File: src/rtl/core/pls_pkg.sv
// Shared types and constants for the positional list store.
// Holds command and status codes, cell operation codes and cell control struct.
// No dependencies.
package pls_pkg;

  localparam int CAPACITY = 16;
  localparam int IDX_W    = $clog2(CAPACITY);
  localparam int CNT_W    = $clog2(CAPACITY + 1);
  localparam int DATA_W   = 32;
  localparam int POS_W    = 8;
  localparam int CMD_W    = 3;
  localparam int STAT_W   = 2;
  localparam int WHERE_W  = 5;

  typedef enum logic [CMD_W-1:0] {
    CMD_INS_FRONT = 3'd0,
    CMD_INS_BACK  = 3'd1,
    CMD_INS_AT    = 3'd2,
    CMD_DEL_FRONT = 3'd3,
    CMD_DEL_BACK  = 3'd4,
    CMD_DEL_AT    = 3'd5,
    CMD_SEARCH    = 3'd6,
    CMD_DUMP      = 3'd7
  } cmd_t;

  typedef enum logic [STAT_W-1:0] {
    ST_OK    = 2'd0,
    ST_EMPTY = 2'd1,
    ST_RANGE = 2'd2,
    ST_FULL  = 2'd3
  } status_t;

  typedef enum logic [1:0] {
    OP_HOLD = 2'd0,
    OP_INS  = 2'd1,
    OP_DEL  = 2'd2,
    OP_ROT  = 2'd3
  } cell_op_t;

  typedef struct packed {
    cell_op_t         op;
    logic [IDX_W-1:0] idx;
  } cell_ctl_t;

endpackage

File: src/rtl/core/pls_cell.sv
// One storage cell of the positional list store chain.
// Holds one element; shifts toward either neighbor, loads, or wraps the head.
// Depends on pls_pkg.
module pls_cell (
  input  logic                      clk,
  input  pls_pkg::cell_ctl_t        ctl,
  input  logic [pls_pkg::IDX_W-1:0] my_idx,
  input  logic [pls_pkg::CNT_W-1:0] len,
  input  logic [pls_pkg::DATA_W-1:0] key,
  input  logic [pls_pkg::DATA_W-1:0] left_data,
  input  logic [pls_pkg::DATA_W-1:0] right_data,
  input  logic [pls_pkg::DATA_W-1:0] head_data,
  output logic [pls_pkg::DATA_W-1:0] data,
  output logic                      match
);
  import pls_pkg::*;

  logic [DATA_W-1:0] data_r;
  logic [DATA_W-1:0] data_nxt;
  logic [CNT_W-1:0]  my_pos;
  logic [CNT_W-1:0]  tail;

  assign my_pos = CNT_W'(my_idx);
  assign tail   = len - CNT_W'(1);

  always_comb begin
    data_nxt = data_r;
    case (ctl.op)
      OP_INS: begin
        if (my_idx > ctl.idx) data_nxt = left_data;
        else if (my_idx == ctl.idx) data_nxt = key;
      end
      OP_DEL: begin
        if (my_idx >= ctl.idx) data_nxt = right_data;
      end
      OP_ROT: begin
        if (my_pos == tail) data_nxt = head_data;
        else if (my_pos < tail) data_nxt = right_data;
      end
      default: data_nxt = data_r;
    endcase
  end

  always_ff @(posedge clk) begin
    data_r <= data_nxt;
  end

  assign data  = data_r;
  assign match = (data_r == key) && (my_pos < len);

endmodule

File: src/rtl/core/positional_list_store.sv
// Top level of the positional list store: command decode, length, result register.
// Instantiates a chain of pls_cell; depends on pls_pkg.
//
// For every command but dump the cell chain shifts, loads or compares all
// entries at once and one result appears in the cycle after start. A dump
// gives one result a cycle as the chain rotates the head element out through
// the tail; busy is high while the elements after the first rotate out. An
// empty dump gives a single EMPTY result. Results come as a one-cycle out_valid
// strobe and cannot be stalled. The list holds up to 16 elements.
module positional_list_store (
  input  logic                        clk,
  input  logic                        rst_n,
  input  logic                        start,
  output logic                        busy,
  input  logic [pls_pkg::CMD_W-1:0]   in_cmd,
  input  logic [pls_pkg::POS_W-1:0]   in_position,
  input  logic [pls_pkg::DATA_W-1:0]  in_value,
  output logic                        out_valid,
  output logic [pls_pkg::STAT_W-1:0]  out_status,
  output logic [pls_pkg::DATA_W-1:0]  out_data,
  output logic [pls_pkg::WHERE_W-1:0] out_where,
  output logic                        out_last
);
  import pls_pkg::*;

  typedef enum logic [1:0] {
    S_IDLE = 2'b01,
    S_DUMP = 2'b10
  } state_t;

  state_t            state_r, state_nxt;
  logic [CNT_W-1:0]  len_r, len_nxt;
  logic [CNT_W-1:0]  cnt_r, cnt_nxt;
  logic              valid_r, valid_nxt;
  status_t           status_r, status_nxt;
  logic [DATA_W-1:0] odata_r, odata_nxt;
  logic [WHERE_W-1:0] where_r, where_nxt;
  logic              last_r, last_nxt;

  cell_ctl_t         ctl;
  logic [DATA_W-1:0] cell_data [CAPACITY];
  logic [CAPACITY-1:0] cell_match;

  logic [POS_W-1:0]  len_pos;
  logic [DATA_W-1:0] sel_data;
  logic              found;
  logic [IDX_W-1:0]  found_idx;
  logic              accept;

  assign busy    = (state_r == S_DUMP);
  assign accept  = start && (state_r == S_IDLE);
  assign len_pos = POS_W'(len_r);

  genvar g;
  generate
    for (g = 0; g < CAPACITY; g++) begin : g_cell
      logic [DATA_W-1:0] left_d;
      logic [DATA_W-1:0] right_d;
      if (g == 0) begin : g_first
        assign left_d = '0;
      end else begin : g_mid_l
        assign left_d = cell_data[g-1];
      end
      if (g == CAPACITY - 1) begin : g_lastc
        assign right_d = '0;
      end else begin : g_mid_r
        assign right_d = cell_data[g+1];
      end
      pls_cell u_cell (
        .clk        (clk),
        .ctl        (ctl),
        .my_idx     (IDX_W'(g)),
        .len        (len_r),
        .key        (in_value),
        .left_data  (left_d),
        .right_data (right_d),
        .head_data  (cell_data[0]),
        .data       (cell_data[g]),
        .match      (cell_match[g])
      );
    end
  endgenerate

  always_comb begin
    found     = 1'b0;
    found_idx = '0;
    for (int i = CAPACITY - 1; i >= 0; i--) begin
      if (cell_match[i]) begin
        found     = 1'b1;
        found_idx = IDX_W'(i);
      end
    end
  end

  always_comb begin
    sel_data = '0;
    for (int i = 0; i < CAPACITY; i++) begin
      if (IDX_W'(i) == ctl.idx) sel_data = sel_data | cell_data[i];
    end
  end

  always_comb begin
    state_nxt  = state_r;
    len_nxt    = len_r;
    cnt_nxt    = cnt_r;
    valid_nxt  = 1'b0;
    status_nxt = ST_OK;
    odata_nxt  = '0;
    where_nxt  = '0;
    last_nxt   = 1'b1;
    ctl.op     = OP_HOLD;
    ctl.idx    = '0;
    case (state_r)
      S_IDLE: begin
        if (accept) begin
          valid_nxt = 1'b1;
          case (in_cmd)
            CMD_INS_FRONT, CMD_INS_BACK, CMD_INS_AT: begin
              if (len_r >= CNT_W'(CAPACITY)) begin
                status_nxt = ST_FULL;
              end else if (in_cmd == CMD_INS_FRONT ||
                           (in_cmd == CMD_INS_AT &&
                            (in_position <= POS_W'(1) || len_r == '0))) begin
                ctl.op  = OP_INS;
                len_nxt = len_r + CNT_W'(1);
              end else if (in_cmd == CMD_INS_BACK) begin
                ctl.op  = OP_INS;
                ctl.idx = IDX_W'(len_r);
                len_nxt = len_r + CNT_W'(1);
              end else if (in_position > len_pos + POS_W'(1)) begin
                status_nxt = ST_RANGE;
              end else begin
                ctl.op  = OP_INS;
                ctl.idx = IDX_W'(in_position - POS_W'(1));
                len_nxt = len_r + CNT_W'(1);
              end
            end
            CMD_DEL_FRONT, CMD_DEL_BACK, CMD_DEL_AT: begin
              if (len_r == '0) begin
                status_nxt = ST_EMPTY;
              end else if (in_cmd == CMD_DEL_AT &&
                           (in_position == '0 || in_position > len_pos)) begin
                status_nxt = ST_RANGE;
              end else begin
                if (in_cmd == CMD_DEL_BACK) ctl.idx = IDX_W'(len_r - CNT_W'(1));
                else if (in_cmd == CMD_DEL_AT) ctl.idx = IDX_W'(in_position - POS_W'(1));
                ctl.op    = OP_DEL;
                len_nxt   = len_r - CNT_W'(1);
                odata_nxt = sel_data;
                where_nxt = WHERE_W'(CNT_W'(ctl.idx) + CNT_W'(1));
              end
            end
            CMD_SEARCH: begin
              if (len_r == '0) begin
                status_nxt = ST_EMPTY;
              end else if (found) begin
                odata_nxt = in_value;
                where_nxt = WHERE_W'(CNT_W'(found_idx) + CNT_W'(1));
              end else begin
                status_nxt = ST_RANGE;
              end
            end
            CMD_DUMP: begin
              if (len_r == '0) begin
                status_nxt = ST_EMPTY;
              end else begin
                ctl.op    = OP_ROT;
                odata_nxt = cell_data[0];
                where_nxt = WHERE_W'(1);
                last_nxt  = (len_r == CNT_W'(1));
                cnt_nxt   = CNT_W'(2);
                if (len_r != CNT_W'(1)) state_nxt = S_DUMP;
              end
            end
            default: status_nxt = ST_RANGE;
          endcase
        end
      end
      S_DUMP: begin
        valid_nxt = 1'b1;
        ctl.op    = OP_ROT;
        odata_nxt = cell_data[0];
        where_nxt = WHERE_W'(cnt_r);
        last_nxt  = (cnt_r == len_r);
        cnt_nxt   = cnt_r + CNT_W'(1);
        if (cnt_r == len_r) state_nxt = S_IDLE;
      end
      default: state_nxt = S_IDLE;
    endcase
  end

  always_ff @(posedge clk) begin
    if (!rst_n) begin
      state_r <= S_IDLE;
      len_r   <= '0;
      cnt_r   <= '0;
      valid_r <= 1'b0;
    end else begin
      state_r <= state_nxt;
      len_r   <= len_nxt;
      cnt_r   <= cnt_nxt;
      valid_r <= valid_nxt;
    end
  end

  always_ff @(posedge clk) begin
    status_r <= status_nxt;
    odata_r  <= odata_nxt;
    where_r  <= where_nxt;
    last_r   <= last_nxt;
  end

  assign out_valid  = valid_r;
  assign out_status = status_r;
  assign out_data   = odata_r;
  assign out_where  = where_r;
  assign out_last   = last_r;

endmodule
File: config.mk
export PLATFORM = sky130hd
export DESIGN_NAME = positional_list_store
export DESIGN_NICKNAME = d
export VERILOG_FILES = /design/src/rtl/core/pls_pkg.sv /design/src/rtl/core/pls_cell.sv /design/src/rtl/core/positional_list_store.sv
export SDC_FILE = /design/constraint.sdc
export NUM_CORES = 2
export LEC_CHECK = 0
export ABC_CLOCK_PERIOD_IN_PS = 8100
export BUFFER_PORTS_ARGS = -buffer_cell sky130_fd_sc_hd__buf_2
export CAP_MARGIN = 20
export CORE_ASPECT_RATIO = 0.5
export CORE_UTILIZATION = 40
export DETAILED_ROUTE_END_ITERATION = 6
export PLACE_DENSITY_LB_ADDON = 0.15
export RECOVER_POWER = 25
export SYNTH_ARGS = -nofsm -noshare
export SYNTH_HDL_FRONTEND = slang
export SYNTH_HIERARCHICAL = 1
export SYNTH_SLANG_ARGS = --single-unit
File: constraint.sdc
create_clock -name clk -period 8.1 [get_ports clk]
set_clock_uncertainty 0.05 [all_clocks]
set_input_delay 2.43 -clock clk [delete_from_list [all_inputs] [get_ports clk]]
set_output_delay 2.43 -clock clk [all_outputs]
set_load 0.1 [all_outputs]
==> results.cfg <==
[worst_setup_path]
path_depth = 14
rr_worst_depth = 18
worst_setup_path_end_kind = register
critPathLaunchType = input port
critPathMaxStageDelay_ns = 1.23
crit_type = input port to register
cp.arrival_ns = 8.72
worstPathCellList = buf_2 > clkbuf_1 > xor2_1 > nor4_1 > nand4_1 > nor3_1 > nor4_1 > a31oi_1 > clkbuf_1 > a22oi_1 > nand2_1 > a221o_1 > a221oi_1 > a31oi_1
cpLargestDelayFamily = simple AND/OR/NAND/NOR gates
worstPathBufferInverterCount = 3
cp_data_required_time_ns = 8.68
slowest_stage = a31oi_1
crit_fanout = 28

[clocking]
cts-root-buf = clkbuf_16
cts_tree = yes
cts_hold_buf = 0
ctsHtreeMaxLevel = 3
cts_buffers = 67
cts.sinks = 565
cts_max_path_buffers = 3
clk_latency_ns = 0.73
cts.clk_slew.worst_paths_ns = 0.06
post_cts_buffers = 0
ctsResizeCount = 0

[synthesis]
synth_fa_ha_area_frac = 0.0633
synth_area_leader_cell = edfxtp_1
synthSimpleGateAreaFrac = 0.109
synth_edf_count = 512
synth_seq_cells = 565
synth_top_flop_cell = edfxtp_1
synth_top_family_by_area = multiplexers
synth_top_area_share = 0.284
ys_seq_area_frac = 0.304
synth_mux_area_frac = 0.187
async_reset_ff_frac = 0
synth_warnings = 6
synth-xor-area-share = 0.0940
netlist_instances = 5365
avgSynthCellArea_um2 = 10.1
synth.area.top_cells = edfxtp_1 (28%), mux2i_1 (19%), xor2_1 (8.4%)
synth_compound_gate_area_share = 0.181
ys_types = 108
synth_area_um2 = 54100

[floorplanning]
rows = 95
die_x_um = 522
io_pins = 88
core-area_um2 = 134000
die_h_um = 262
start_util = 0.403
die-area_um2 = 137000

[pwr]
ir_drop_mv = 0.138
p_leak_nw = 25.9
power.density_nw_per_um2 = 276
power.total_w = 0.0165

[timing]
finalSetupViolations = 1
drv_slew = 43
maxSlewHeadroom = -0.324
finalHoldViolCount = 0
post-route-period-util = 1.00
tightestPinTransition_ns = 1.99
rsz0062_at_grt = false
whs_ns = 0.441
final.setup.worst_slack_ns = -0.0343
period_needed_ns = 8.13
fmax_mhz = 123

[hold_path]
holdPathStages = 2
worstHoldPathType = register to register

[routing]
dr_total_vias = 53100
route.detailed.drc = 9
wl_per_cell_um = 40.9
wl_met2_um = 110000
top_layer_used = met5
met1_length_um = 129000
drtPass1Iterations = 7
drt_iter0_markers = 9086
viasPerCell = 7.02
met3_wirelength_um = 58500
antenna_left = 0
wl_um = 310000

[cells_and_area]
drive_gt1_frac = 0.102
final_cell_mix = mux2i_1 (1001), nand2_1 (584), xor2_1 (520)
final_cell_area_um2 = 60000
finalNonFillerCells = 7561
syn_to_final_growth_pct = 10.8
final_common_cell = mux2i_1
final_nets = 6020

[status]
status = finished with violations
violations = DRC, capacitance limit, slew limit, setup timing

[placed_design]
gp_congestion = 1.06
numPortBuffers = 87
hpwlAfterDp_um = 225000
pre_cts_ws_ns = 0.138
placed_cells = 7423
placed_area_um2 = 58000

[grt]
grt_pass1_wl_um = 412000
antenna_found_initial = 32
grt_pass1_vias = 47800
grt_remaining_overflow = 0
grt_start_max_net_pins = 48
track_usage = 0.437

[run]
drv_cap = 2
## area by class of cell
class	instances	area, um^2
Fill cell	12900	74300
Multi-Input combinational cell	4435	35400
Sequential cell	565	16400
Timing Repair Buffer	370	2850
Tap cell	1794	2240
Clock buffer	90	1790
Inverter	261	980
Clock inverter	32	234
Antenna cell	14	35.0
## cells in the mapped netlist (22+ instances only)
library cell and n:
edfxtp_1 512, ha_1 274, buf_2 60, inv_1 258, nand4_1 61, buf_8 45, a221oi_1 59, nor3_1 86
and3_1 23, nor2b_1 53, xnor2_1 61, o21ai_0 56, nor4_1 135, a221oi_2 32, buf_6 51, and4_1 26
a32oi_1 22, mux2i_1 1001, a21oi_1 85, clkbuf_1 188, o21a_1 48, nor2_1 65, o221ai_1 480, a22oi_1 76
a22o_1 70, dfxtp_1 53, nand2_1 584, o211ai_1 33, nand3_1 30, xor2_1 520
## worst paths after layout
path | endpoint | from | slack, ns
max reg2reg | g_cell[9].u_cell/data[3]$_DFFE_PP_ | len_r[1]$_SDFFE_PN0P_ | 1.34
max | out_data[17]$_DFF_P_ | in_value[22] | -0.03
min reg2reg | state_r[1]$_SDFFE_PN0P_ | state_r[1]$_SDFFE_PN0P_ | 0.44
min | state_r[1]$_SDFFE_PN0P_ | state_r[1]$_SDFFE_PN0P_ | 0.44
## cells by family (layout without fill, tap and decap cells)
family | after synthesis | after routing
AOI/OAI and AO/OA | 1147 | 1147
xor gates and xnor gates | 581 | 581
adders and majority gates | 274 | 274
buffers and inverters | 619 | 753
DFF | 565 | 565
muxes | 1009 | 1009
other | 2 | 270
and+or+nand+nor | 1168 | 1168
## tightest hold or removal path: stages (launching register included)
cell	delay, ns
dfxtp_1	0.31
inv_1	0.07
a21oi_1	0.06
## state kept, by name, indices dropped and copies added (netlist names)
| name | cells |
|---|---|
| g_cell.u_cell/data | 512 |
| len_r | 5 |
| cnt_r | 5 |
| out_last | 1 |
| state_r | 2 |
| out_status | 2 |
| out_valid | 1 |
| out_data | 32 |
| out_where | 5 |
## metal layers
| layer | GRT usage | up-vias |
|---|---|---|
| met4 | 0.133 | 30 |
| met3 | 0.263 | 663 |
| met1 | 0.606 | 26700 |
| li1 | - | 21200 |
| met5 | 0.00811 | - |
| met2 | 0.542 | 4478 |
## report_power, final
group / leakage, nW / switching (W) / internal (W) / total (W)
registers: 5.14 / 0.00207 / 0.00448 / 0.00655
logic: 19.8 / 0.00446 / 0.00239 / 0.00685
clock network: 0.990 / 0.00150 / 0.00163 / 0.00313
## per-stage QoR
step	utilization	TNS, ns
finish	0.447	-0.0343
global placement	0.432	0
global route	0.446	0
detailed placement	0.432	0
floorplan	-	0
CTS	0.447	0
Note: power is estimated with default switching activity, not from simulation.
